## src/hdl/dtws_pkg.sv

```systemverilog
`timescale 1ns / 1ps
// ----------------------------------------------------------------------------
// dtws_pkg: shared types and constants of the daily time window scheduler
// Field widths, opcode and result kind codes, and the command and status
// words between the controller and the datapath.
// ----------------------------------------------------------------------------
package dtws_pkg;

  // number of window entries in the table
  localparam int NUM_ENTRIES = 8;

  // field widths
  localparam int IDX_W    = 3;
  localparam int HOUR_W   = 5;
  localparam int MINUTE_W = 6;
  localparam int SECOND_W = 6;
  localparam int WDAY_W   = 3;

  // slots that the entry index can reach
  localparam int SLOT_MAX = 1 << IDX_W;
  localparam int SLOT_CNT = (NUM_ENTRIES < SLOT_MAX) ? NUM_ENTRIES : SLOT_MAX;
  localparam int SLOT_W   = (SLOT_CNT > 1) ? $clog2(SLOT_CNT) : 1;

  // input item opcodes
  localparam logic MODE_REGISTER = 1'b0;
  localparam logic MODE_TICK     = 1'b1;

  // result kinds
  localparam logic KIND_ANSWER = 1'b0;
  localparam logic KIND_REPORT = 1'b1;

  // controller to datapath
  typedef struct packed {
    logic in_ready;    // input channel may take a word
    logic capture;     // latch the input word, restart the scan
    logic reg_commit;  // answer a registration, store it if allowed
    logic scan_step;   // advance the scan index
    logic emit;        // load a status report for the current entry
  } cmd_t;

  // datapath to controller
  typedef struct packed {
    logic in_valid;    // input word offered
    logic in_mode;     // opcode of the offered word
    logic out_free;    // output register can take a result this cycle
    logic cur_alloc;   // entry under the scan index is allocated
    logic scan_end;    // scan index is on the last slot
  } status_t;

endpackage

```

## src/hdl/dtws_in_if.sv

```systemverilog
`timescale 1ns / 1ps
// ----------------------------------------------------------------------------
// dtws_in_if: input channel of the daily time window scheduler
// Valid/ready channel carrying a registration or a time tick word.
// ----------------------------------------------------------------------------
interface dtws_in_if import dtws_pkg::*; ();

  logic                valid;
  logic                ready;
  logic                mode;
  logic [IDX_W-1:0]    entry_index;
  logic [HOUR_W-1:0]   on_hour;
  logic [MINUTE_W-1:0] on_minute;
  logic [HOUR_W-1:0]   off_hour;
  logic [MINUTE_W-1:0] off_minute;
  logic [HOUR_W-1:0]   tick_hour;
  logic [MINUTE_W-1:0] tick_minute;
  logic [SECOND_W-1:0] tick_second;
  logic [WDAY_W-1:0]   tick_weekday;

  modport source (
    output valid, mode, entry_index, on_hour, on_minute, off_hour, off_minute,
           tick_hour, tick_minute, tick_second, tick_weekday,
    input  ready
  );

  modport sink (
    input  valid, mode, entry_index, on_hour, on_minute, off_hour, off_minute,
           tick_hour, tick_minute, tick_second, tick_weekday,
    output ready
  );

endinterface

```

## src/hdl/dtws_out_if.sv

```systemverilog
`timescale 1ns / 1ps
// ----------------------------------------------------------------------------
// dtws_out_if: result channel of the daily time window scheduler
// Valid/ready channel carrying a registration answer or an entry status.
// ----------------------------------------------------------------------------
interface dtws_out_if import dtws_pkg::*; ();

  logic                valid;
  logic                ready;
  logic                result_kind;
  logic                accepted;
  logic [IDX_W-1:0]    report_index;
  logic                window_on;
  logic [WDAY_W-1:0]   report_weekday;
  logic [HOUR_W-1:0]   report_hour;
  logic [MINUTE_W-1:0] report_minute;
  logic [SECOND_W-1:0] report_second;
  logic                last;

  modport source (
    output valid, result_kind, accepted, report_index, window_on,
           report_weekday, report_hour, report_minute, report_second, last,
    input  ready
  );

  modport sink (
    input  valid, result_kind, accepted, report_index, window_on,
           report_weekday, report_hour, report_minute, report_second, last,
    output ready
  );

endinterface

```

## src/hdl/daily_time_window_scheduler.sv

```systemverilog
`timescale 1ns / 1ps
// ----------------------------------------------------------------------------
// daily_time_window_scheduler: table of daily on/off windows
//
// channel  dir  handshake     word
// in_i     in   valid/ready   registration (mode 0) or time tick (mode 1)
// out_o    out  valid/ready   registration answer or entry status report
//
// A registration is captured, then answered from the register state; a tick
// starts a scan that visits one table slot per cycle unless the output stalls.
// A new word is taken only once the previous one is fully handled; the
// output register lets the last result wait while the next word comes in.
// A stalled output holds the scan on an allocated entry until taken.
// Reset clears all allocation flags at once; no clearing pass is needed.
// ----------------------------------------------------------------------------
module daily_time_window_scheduler import dtws_pkg::*; (
  input  logic       clk_i,
  input  logic       rst_ni,
  dtws_in_if.sink    in_i,
  dtws_out_if.source out_o
);

  cmd_t    cmd;
  status_t status;

  // sequencing
  dtws_ctrl u_ctrl (
    .clk_i    (clk_i),
    .rst_ni   (rst_ni),
    .status_i (status),
    .cmd_o    (cmd)
  );

  // table, compare and output register
  dtws_dp u_dp (
    .clk_i    (clk_i),
    .rst_ni   (rst_ni),
    .in_i     (in_i),
    .out_o    (out_o),
    .cmd_i    (cmd),
    .status_o (status)
  );

endmodule

```

## src/hdl/dtws_ctrl.sv

```systemverilog
`timescale 1ns / 1ps
// ----------------------------------------------------------------------------
// dtws_ctrl: controller of the daily time window scheduler
// Takes one input word at a time, answers a registration or walks the
// table one slot per cycle for a tick, stalling on a full output register.
// ----------------------------------------------------------------------------
module dtws_ctrl import dtws_pkg::*; (
  input  logic    clk_i,
  input  logic    rst_ni,
  input  status_t status_i,
  output cmd_t    cmd_o
);

  typedef enum logic [2:0] {
    S_IDLE = 3'b001,
    S_REG  = 3'b010,
    S_SCAN = 3'b100
  } state_e;

  state_e state_q, state_d;

  // next state and commands
  always_comb begin
    state_d = state_q;
    cmd_o   = '0;
    unique case (state_q)
      S_IDLE: begin
        cmd_o.in_ready = 1'b1;
        if (status_i.in_valid) begin
          cmd_o.capture = 1'b1;
          state_d = (status_i.in_mode == MODE_TICK) ? S_SCAN : S_REG;
        end
      end
      S_REG: begin
        if (status_i.out_free) begin
          cmd_o.reg_commit = 1'b1;
          state_d = S_IDLE;
        end
      end
      S_SCAN: begin
        // hold on an allocated entry until the output register frees up
        if (!status_i.cur_alloc || status_i.out_free) begin
          cmd_o.scan_step = 1'b1;
          cmd_o.emit      = status_i.cur_alloc;
          if (status_i.scan_end) begin
            state_d = S_IDLE;
          end
        end
      end
      default: begin
        state_d = S_IDLE;
      end
    endcase
  end

  // state register
  always_ff @(posedge clk_i or negedge rst_ni) begin
    if (!rst_ni) begin
      state_q <= S_IDLE;
    end else begin
      state_q <= state_d;
    end
  end

`ifndef NO_ASSERTIONS
  // never load a result over one that is still pending
  a_load_needs_room: assert property (@(posedge clk_i) disable iff (!rst_ni)
    (cmd_o.emit || cmd_o.reg_commit) |-> status_i.out_free)
    else $error("result loaded into a full output register");

  // a registration is answered in the cycle after its capture at the earliest
  a_reg_after_capture: assert property (@(posedge clk_i) disable iff (!rst_ni)
    (cmd_o.capture && status_i.in_mode == MODE_REGISTER) |=> !cmd_o.in_ready)
    else $error("input taken before registration answered");

  // a scan step without an allocated entry never emits
  a_emit_only_alloc: assert property (@(posedge clk_i) disable iff (!rst_ni)
    cmd_o.emit |-> (status_i.cur_alloc && cmd_o.scan_step))
    else $error("report emitted for a free slot");
`endif

endmodule

```

## src/hdl/dtws_dp.sv

```systemverilog
`timescale 1ns / 1ps
// ----------------------------------------------------------------------------
// dtws_dp: datapath of the daily time window scheduler
// Input word latch, window table with allocation flags, scan index,
// window compare in minutes of day, and the output register.
// ----------------------------------------------------------------------------
module dtws_dp import dtws_pkg::*; (
  input  logic           clk_i,
  input  logic           rst_ni,
  dtws_in_if.sink        in_i,
  dtws_out_if.source     out_o,
  input  cmd_t           cmd_i,
  output status_t        status_o
);

  localparam int MDAY_W = 11;
  localparam logic [MDAY_W-1:0] MIN_PER_HOUR = MDAY_W'(60);
  localparam logic [SLOT_W-1:0] LAST_SLOT    = SLOT_W'(SLOT_CNT - 1);

  typedef struct packed {
    logic [HOUR_W-1:0]   on_hour;
    logic [MINUTE_W-1:0] on_minute;
    logic [HOUR_W-1:0]   off_hour;
    logic [MINUTE_W-1:0] off_minute;
  } window_t;

  function automatic logic [MDAY_W-1:0] day_minutes(
    input logic [HOUR_W-1:0]   h,
    input logic [MINUTE_W-1:0] m
  );
    return MDAY_W'(h) * MIN_PER_HOUR + MDAY_W'(m);
  endfunction

  // latched input word
  logic [IDX_W-1:0]    idx_q;
  window_t             win_q;
  logic [HOUR_W-1:0]   tick_hour_q;
  logic [MINUTE_W-1:0] tick_minute_q;
  logic [SECOND_W-1:0] tick_second_q;
  logic [WDAY_W-1:0]   tick_wday_q;

  // table and allocation flags
  window_t             table_q [SLOT_CNT];
  logic [SLOT_CNT-1:0] alloc_q;
  logic [SLOT_W-1:0]   scan_q;

  // output register
  logic                out_valid_q, out_valid_d;
  logic                kind_q;
  logic                accepted_q;
  logic [IDX_W-1:0]    rep_idx_q;
  logic                win_on_q;
  logic [WDAY_W-1:0]   rep_wday_q;
  logic [HOUR_W-1:0]   rep_hour_q;
  logic [MINUTE_W-1:0] rep_minute_q;
  logic [SECOND_W-1:0] rep_second_q;
  logic                last_q;

  logic                idx_ok;
  logic                reg_ok;
  logic                out_free;
  logic                later_alloc;
  logic                win_on;
  window_t             cur_win;
  logic [MDAY_W-1:0]   on_min, off_min, t_min;

  // registration check
  assign idx_ok = (IDX_W + 1)'(idx_q) < (IDX_W + 1)'(SLOT_CNT);
  assign reg_ok = idx_ok && !alloc_q[idx_q[SLOT_W-1:0]];

  // window compare for the entry under the scan index
  assign cur_win = table_q[scan_q];
  assign on_min  = day_minutes(cur_win.on_hour, cur_win.on_minute);
  assign off_min = day_minutes(cur_win.off_hour, cur_win.off_minute);
  assign t_min   = day_minutes(tick_hour_q, tick_minute_q);
  assign win_on  = (on_min < off_min) ? (on_min <= t_min && t_min < off_min)
                                      : (on_min <= t_min || t_min < off_min);

  // any allocated entry after the current one
  always_comb begin
    later_alloc = 1'b0;
    for (int j = 0; j < SLOT_CNT; j++) begin
      if (SLOT_W'(j) > scan_q) begin
        later_alloc = later_alloc | alloc_q[j];
      end
    end
  end

  assign out_free    = !out_valid_q || out_o.ready;
  assign out_valid_d = (cmd_i.reg_commit || cmd_i.emit) ? 1'b1 :
                       (out_o.ready ? 1'b0 : out_valid_q);

  // status to the controller
  assign status_o.in_valid  = in_i.valid;
  assign status_o.in_mode   = in_i.mode;
  assign status_o.out_free  = out_free;
  assign status_o.cur_alloc = alloc_q[scan_q];
  assign status_o.scan_end  = (scan_q == LAST_SLOT);

  assign in_i.ready = cmd_i.in_ready;

  // latch the input word
  always_ff @(posedge clk_i) begin
    if (cmd_i.capture) begin
      idx_q            <= in_i.entry_index;
      win_q.on_hour    <= in_i.on_hour;
      win_q.on_minute  <= in_i.on_minute;
      win_q.off_hour   <= in_i.off_hour;
      win_q.off_minute <= in_i.off_minute;
      tick_hour_q      <= in_i.tick_hour;
      tick_minute_q    <= in_i.tick_minute;
      tick_second_q    <= in_i.tick_second;
      tick_wday_q      <= in_i.tick_weekday;
    end
  end

  // store an accepted window
  always_ff @(posedge clk_i) begin
    if (cmd_i.reg_commit && reg_ok) begin
      table_q[idx_q[SLOT_W-1:0]] <= win_q;
    end
  end

  // allocation flags and scan index
  always_ff @(posedge clk_i or negedge rst_ni) begin
    if (!rst_ni) begin
      alloc_q     <= '0;
      scan_q      <= '0;
      out_valid_q <= 1'b0;
    end else begin
      out_valid_q <= out_valid_d;
      if (cmd_i.reg_commit && reg_ok) begin
        alloc_q[idx_q[SLOT_W-1:0]] <= 1'b1;
      end
      if (cmd_i.capture) begin
        scan_q <= '0;
      end else if (cmd_i.scan_step) begin
        scan_q <= scan_q + SLOT_W'(1);
      end
    end
  end

  // load the output register
  always_ff @(posedge clk_i) begin
    if (cmd_i.reg_commit) begin
      kind_q       <= KIND_ANSWER;
      accepted_q   <= reg_ok;
      rep_idx_q    <= idx_q;
      win_on_q     <= 1'b0;
      rep_wday_q   <= '0;
      rep_hour_q   <= '0;
      rep_minute_q <= '0;
      rep_second_q <= '0;
      last_q       <= 1'b1;
    end else if (cmd_i.emit) begin
      kind_q       <= KIND_REPORT;
      accepted_q   <= 1'b0;
      rep_idx_q    <= IDX_W'(scan_q);
      win_on_q     <= win_on;
      rep_wday_q   <= tick_wday_q;
      rep_hour_q   <= tick_hour_q;
      rep_minute_q <= tick_minute_q;
      rep_second_q <= tick_second_q;
      last_q       <= !later_alloc;
    end
  end

  assign out_o.valid          = out_valid_q;
  assign out_o.result_kind    = kind_q;
  assign out_o.accepted       = accepted_q;
  assign out_o.report_index   = rep_idx_q;
  assign out_o.window_on      = win_on_q;
  assign out_o.report_weekday = rep_wday_q;
  assign out_o.report_hour    = rep_hour_q;
  assign out_o.report_minute  = rep_minute_q;
  assign out_o.report_second  = rep_second_q;
  assign out_o.last           = last_q;

`ifndef NO_ASSERTIONS
  // an accepted registration sets exactly one new flag
  a_alloc_grows: assert property (@(posedge clk_i) disable iff (!rst_ni)
    (cmd_i.reg_commit && reg_ok) |=>
      ($countones(alloc_q) == $past($countones(alloc_q)) + 1))
    else $error("accepted registration did not allocate one slot");

  // allocation flags never drop
  a_alloc_keeps: assert property (@(posedge clk_i) disable iff (!rst_ni)
    !(cmd_i.reg_commit && reg_ok) |=> (alloc_q == $past(alloc_q)))
    else $error("allocation flags changed without a registration");

  // a report from the last allocated entry of the walk is marked last
  a_last_report: assert property (@(posedge clk_i) disable iff (!rst_ni)
    (cmd_i.emit && !later_alloc) |=> (out_o.last && out_valid_q))
    else $error("final report not marked last");
`endif

endmodule

```

## src/flat_wrapper.sv

```systemverilog
// flat-port wrapper written by rule: the top's interface ports become plain ports
module daily_time_window_scheduler_flat import dtws_pkg::*;
  (clk_i, rst_ni, in_i_valid, in_i_mode, in_i_entry_index, in_i_on_hour, in_i_on_minute, in_i_off_hour, in_i_off_minute, in_i_tick_hour, in_i_tick_minute, in_i_tick_second, in_i_tick_weekday, in_i_ready, out_o_valid, out_o_result_kind, out_o_accepted, out_o_report_index, out_o_window_on, out_o_report_weekday, out_o_report_hour, out_o_report_minute, out_o_report_second, out_o_last, out_o_ready);
  dtws_in_if in_i_i ();
  dtws_out_if out_o_i ();
  input  logic clk_i;
  input  logic rst_ni;
  input wire logic [$bits(in_i_i.valid)-1:0] in_i_valid;
  input wire logic [$bits(in_i_i.mode)-1:0] in_i_mode;
  input wire logic [$bits(in_i_i.entry_index)-1:0] in_i_entry_index;
  input wire logic [$bits(in_i_i.on_hour)-1:0] in_i_on_hour;
  input wire logic [$bits(in_i_i.on_minute)-1:0] in_i_on_minute;
  input wire logic [$bits(in_i_i.off_hour)-1:0] in_i_off_hour;
  input wire logic [$bits(in_i_i.off_minute)-1:0] in_i_off_minute;
  input wire logic [$bits(in_i_i.tick_hour)-1:0] in_i_tick_hour;
  input wire logic [$bits(in_i_i.tick_minute)-1:0] in_i_tick_minute;
  input wire logic [$bits(in_i_i.tick_second)-1:0] in_i_tick_second;
  input wire logic [$bits(in_i_i.tick_weekday)-1:0] in_i_tick_weekday;
  output wire logic [$bits(in_i_i.ready)-1:0] in_i_ready;
  output wire logic [$bits(out_o_i.valid)-1:0] out_o_valid;
  output wire logic [$bits(out_o_i.result_kind)-1:0] out_o_result_kind;
  output wire logic [$bits(out_o_i.accepted)-1:0] out_o_accepted;
  output wire logic [$bits(out_o_i.report_index)-1:0] out_o_report_index;
  output wire logic [$bits(out_o_i.window_on)-1:0] out_o_window_on;
  output wire logic [$bits(out_o_i.report_weekday)-1:0] out_o_report_weekday;
  output wire logic [$bits(out_o_i.report_hour)-1:0] out_o_report_hour;
  output wire logic [$bits(out_o_i.report_minute)-1:0] out_o_report_minute;
  output wire logic [$bits(out_o_i.report_second)-1:0] out_o_report_second;
  output wire logic [$bits(out_o_i.last)-1:0] out_o_last;
  input wire logic [$bits(out_o_i.ready)-1:0] out_o_ready;
  assign in_i_i.valid = in_i_valid;
  assign in_i_i.mode = in_i_mode;
  assign in_i_i.entry_index = in_i_entry_index;
  assign in_i_i.on_hour = in_i_on_hour;
  assign in_i_i.on_minute = in_i_on_minute;
  assign in_i_i.off_hour = in_i_off_hour;
  assign in_i_i.off_minute = in_i_off_minute;
  assign in_i_i.tick_hour = in_i_tick_hour;
  assign in_i_i.tick_minute = in_i_tick_minute;
  assign in_i_i.tick_second = in_i_tick_second;
  assign in_i_i.tick_weekday = in_i_tick_weekday;
  assign in_i_ready = in_i_i.ready;
  assign out_o_valid = out_o_i.valid;
  assign out_o_result_kind = out_o_i.result_kind;
  assign out_o_accepted = out_o_i.accepted;
  assign out_o_report_index = out_o_i.report_index;
  assign out_o_window_on = out_o_i.window_on;
  assign out_o_report_weekday = out_o_i.report_weekday;
  assign out_o_report_hour = out_o_i.report_hour;
  assign out_o_report_minute = out_o_i.report_minute;
  assign out_o_report_second = out_o_i.report_second;
  assign out_o_last = out_o_i.last;
  assign out_o_i.ready = out_o_ready;
  daily_time_window_scheduler u_core (.clk_i(clk_i), .rst_ni(rst_ni), .in_i(in_i_i), .out_o(out_o_i));
endmodule
```

## config.mk

```make
export PLATFORM = sky130hd
export DESIGN_NAME = daily_time_window_scheduler_flat
export DESIGN_NICKNAME = d
export VERILOG_FILES = /design/src/hdl/dtws_pkg.sv /design/src/hdl/dtws_in_if.sv /design/src/hdl/dtws_out_if.sv /design/src/hdl/daily_time_window_scheduler.sv /design/src/hdl/dtws_ctrl.sv /design/src/hdl/dtws_dp.sv /design/src/flat_wrapper.sv
export SDC_FILE = /design/constraint.sdc
export NUM_CORES = 1
export LEC_CHECK = 0
export BUFFER_PORTS_ARGS = -buffer_cell sky130_fd_sc_hd__buf_2
export CAP_MARGIN = 20
export CORE_AREA = 2 2 149 151
export DETAILED_ROUTE_END_ITERATION = 10
export DIE_AREA = 0 0 151 153
export PLACE_DENSITY = 0.78
export SLEW_MARGIN = 0
export SYNTH_ARGS = -nofsm -noshare
export SYNTH_HDL_FRONTEND = slang
export SYNTH_SLANG_ARGS = --single-unit
```

## constraint.sdc

```tcl
create_clock -name clk_i -period 6.7 [get_ports clk_i]
set_clock_uncertainty 0.1 [all_clocks]
set_input_delay 1.34 -clock clk_i [delete_from_list [all_inputs] [get_ports clk_i]]
set_output_delay 1.34 -clock clk_i [all_outputs]
set_load 0.03 [all_outputs]
```

==> results.tsv <==
stage	metric	value	unit
job	max-cap-violations	0	
final_layout	area_growth	12.9	%
final_layout	n_antenna_cell	0	
floorplan	die_h	153	µm
drt	drt_iter0_drc	439	
timing	timing.final.crit_share	91.4	%
floorplan	initial_core_util	58.8	%
grt	grt_max_degree	44	
grt	grt_pass1_wl	39500	µm
grt	top_usage_layer	met2	
drt	firstDrtPassIters	4	
timing	worst_pin_slew	0.943	ns
floorplan	die_area	23100	µm²
logic_synthesis	ys_seq_area_share	60.1	%
cts	cts_sinks	263	
cts	insertion_delay	0.54	ns
logic_synthesis	synthCells	868	
place	hpwl	16100	µm
cts	ctsHoldBuffers	0	
timing	hold_viol	0	
floorplan	fp-row-count	54	
timing	fmax	0.163	GHz
logic_synthesis	avgSynthCellArea	14.6	µm²
timing	rsz0062_at_grt	false	
cts	cts_setup_buffers	0	
logic_synthesis	ys_ff_latch	263	
logic_synthesis	yosysTopAreaCell	edfxtp_1	
setup_path	crit_slowest_cell	dfrtp_2	
timing	fin_ws	0.575	ns
drt	routed_wl	25000	µm
logic_synthesis	synth-edff-count	225	
cts	cts_tree	done	
setup_path	critPathMaxFanout	38	
logic_synthesis	yosysWarnings	0	
cts	path_clk_slew	0.06	ns
timing	setup_viol	0	
timing	relSlewSlack	37.0	%
timing	setup-tns-final	0	ns
drt	via_per_inst	5.80	
setup_path	startpoint_type	flip-flop	
logic_synthesis	syn-num-nets	1022	
hold_path	worstHoldPathType	flip-flop to flip-flop	
status	status	finished, final reports clean	
grt	grt-ovfl-total	0	
drt	vias	7302	
cts	cts-htree-levels	1	
logic_synthesis	yosysUniqueCellTypes	65	
final_layout	n_fill_cell	1521	
place	place_worst_setup_slack	0.664	ns
setup_path	required	7.02	ns
setup_path	max_stage_delay	0.97	ns
place	place_congestion	0.826	
final_layout	layout_common_cells	225 x edfxtp_1, 102 x nand2_1, 80 x ha_1, 78 x buf_2, 68 x inv_1	
grt	grt_pass1_vias	7551	
grt	use_met3	3.49	%
drt	drcViolationCount	0	
grt	use_met1	30.2	%
cts	cts-root-buf	clkbuf_16	
logic_synthesis	netlist_area	12600	µm²
timing	maxSlewViolCount	0	
floorplan	core	21500	µm²
logic_synthesis	yosys-top-cells-area	edfxtp_1 53%, ha_1 7.9%, mux4_2 7.7%	
cts	cts_buffer_depth	3	
setup_path	path_class	flip-flop to flip-flop	
final_layout	final_common_cell	edfxtp_1	
final_layout	drive_gt1_share	20.4	%
logic_synthesis	synthFlopType	edfxtp_1	
setup_path	path_cells	mux4_1 -> nand2_1 -> and2_1 -> inv_1 -> fa_1 -> fa_1 -> inv_1 -> fa_1 -> inv_1 -> ha_1 -> a21oi_1 -> or3_1 -> xnor2_1 -> ha_1 -> a2111oi_0 -> o21ai_1 -> a311o_1 -> a311oi_1 -> nor3_1	
setup_path	crit_path_end_kind	flip-flop	
grt	gr-usage-met2	37.7	%
drt	final_antenna_net_count	0	
floorplan	io_pins	79	
setup_path	critPathArrivalTime	6.45	ns
grt	grt_usage	22.3	%
final_layout	layout.nets	1114	
logic_synthesis	synth_async_sr_flop_share	5.70	%
place	io_buffers	78	
logic_synthesis	synth_top_area_share	53.5	%
cts	cts_resized	0	
timing	fin_crit	6.12	ns
grt	antenna_found_initial	0	
cts	cts_buffers	27	
floorplan	dieWidth	151	µm
drt	routedWlPerCell	19.8	µm
per-layer routing:
metal,vias to the layer above,wire length [µm]
met2,203,12700
met5,-,0
met3,47,1250
met4,0,581
met1,3650,10500
li1,3402,-
cell usage after synthesis, types with 7 or more instances:
cell type / n
edfxtp_1: 225
nand2_1: 102
ha_1: 80
inv_1: 68
mux4_2: 43
o21ai_0: 29
nor2_1: 27
a21oi_1: 24
fa_1: 24
dfxtp_1: 23
xnor2_1: 20
a21o_1: 15
clkbuf_1: 15
dfrtp_1: 14
and2_1: 11
nand2b_1: 11
xor2_1: 11
or2_2: 9
nor2b_1: 8
buf_1: 7
mux2i_1: 7
nand3_1: 7
final cells by class:
class / instances / area, µm² / share of cell area (%)
inverter: 69 / 259 / 1.81
clock inverter: 16 / 125 / 0.877
sequential: 263 / 7600 / 53.2
tap: 280 / 350 / 2.45
clock buffer: 33 / 739 / 5.18
timing repair buffer: 89 / 485 / 3.40
multi-input combinational: 510 / 4720 / 33.1
registers in the layout, summed over array words and instances, names as in the netlist, 3 cells and up:
signal                            flops
u_core.u_dp.out_o.report_second       6
u_core.u_dp.out_o.report_minute       6
u_core.u_dp.out_o.report_weekday      3
u_core.u_dp.out_o.report_hour         5
u_core.u_dp.idx_q                     3
u_core.u_dp.scan_q                    3
u_core.u_dp.alloc_q                   8
u_core.u_dp.out_o.report_index        3
u_core.u_dp.tick_second_q             6
u_core.u_dp.tick_minute_q             6
u_core.u_dp.win_q                    22
u_core.u_dp.tick_hour_q               5
u_core.u_ctrl.state_q                 3
u_core.u_dp.table_q                 176
u_core.u_dp.tick_wday_q               3
critical path, delay by kind of cell, from the launching register on:
kind	cells	cell delay [ns]
AND/OR/NAND/NOR	4	0.82
multiplexers	1	0.41
adder cells (fa/ha/maj)	5	2.08
buffers and inverters	3	0.20
XOR/XNOR	1	0.18
AO/OA/AOI/OAI	5	1.24
flip-flops	1	0.97
worst paths after layout:
check / start / end / slack [ns] / cells after the start
max reg2reg: u_core.u_dp.scan_q[1]$_DFFE_PN0P_ / u_core.u_dp.out_o.window_on$_SDFFE_PP0P_ / 0.58 / 19
min in group asynchronous: rst_ni / u_core.u_dp.out_o.valid$_DFFE_PN0P_ / 0.60 / 1
max: u_core.u_dp.scan_q[1]$_DFFE_PN0P_ / u_core.u_dp.out_o.window_on$_SDFFE_PP0P_ / 0.58 / 19
max in group asynchronous: rst_ni / u_core.u_ctrl.state_q[0]$_DFFE_PN1P_ / 5.60 / 1
min: u_core.u_dp.tick_second_q[0]$_DFFE_PP_ / u_core.u_dp.out_o.report_second[0]$_SDFFE_PP0P_ / 0.35 / 2
min reg2reg: u_core.u_dp.tick_second_q[0]$_DFFE_PP_ / u_core.u_dp.out_o.report_second[0]$_SDFFE_PP0P_ / 0.35 / 2
stage by stage:
stage	util (%)	hold slack (ns)	instance area (µm²)	std cells
3_3_place_gp	62.4	0.321	13400	1211
5_1_grt	66.4	0.370	14300	1260
2_1_floorplan	-	0.318	12600	868
4_1_cts	66.4	0.355	14300	1260
3_5_place_dp	62.4	0.340	13400	1211
6_report	66.4	0.350	14300	1260
cells by family (layout without fill, tap and decap cells):
family	count (synthesis)	count (layout)	share of synthesized area [%]
buf+inv	95	207	3.03
fa+ha+maj	104	104	11.7
mux	58	58	9.52
xor+xnor	31	31	2.15
simple gates	205	205	7.64
compound gates	112	112	5.86
flops	263	263	60.1
Power is not shown: default switching activity piles up to over one toggle a cycle in this logic, so the estimate is an artifact.
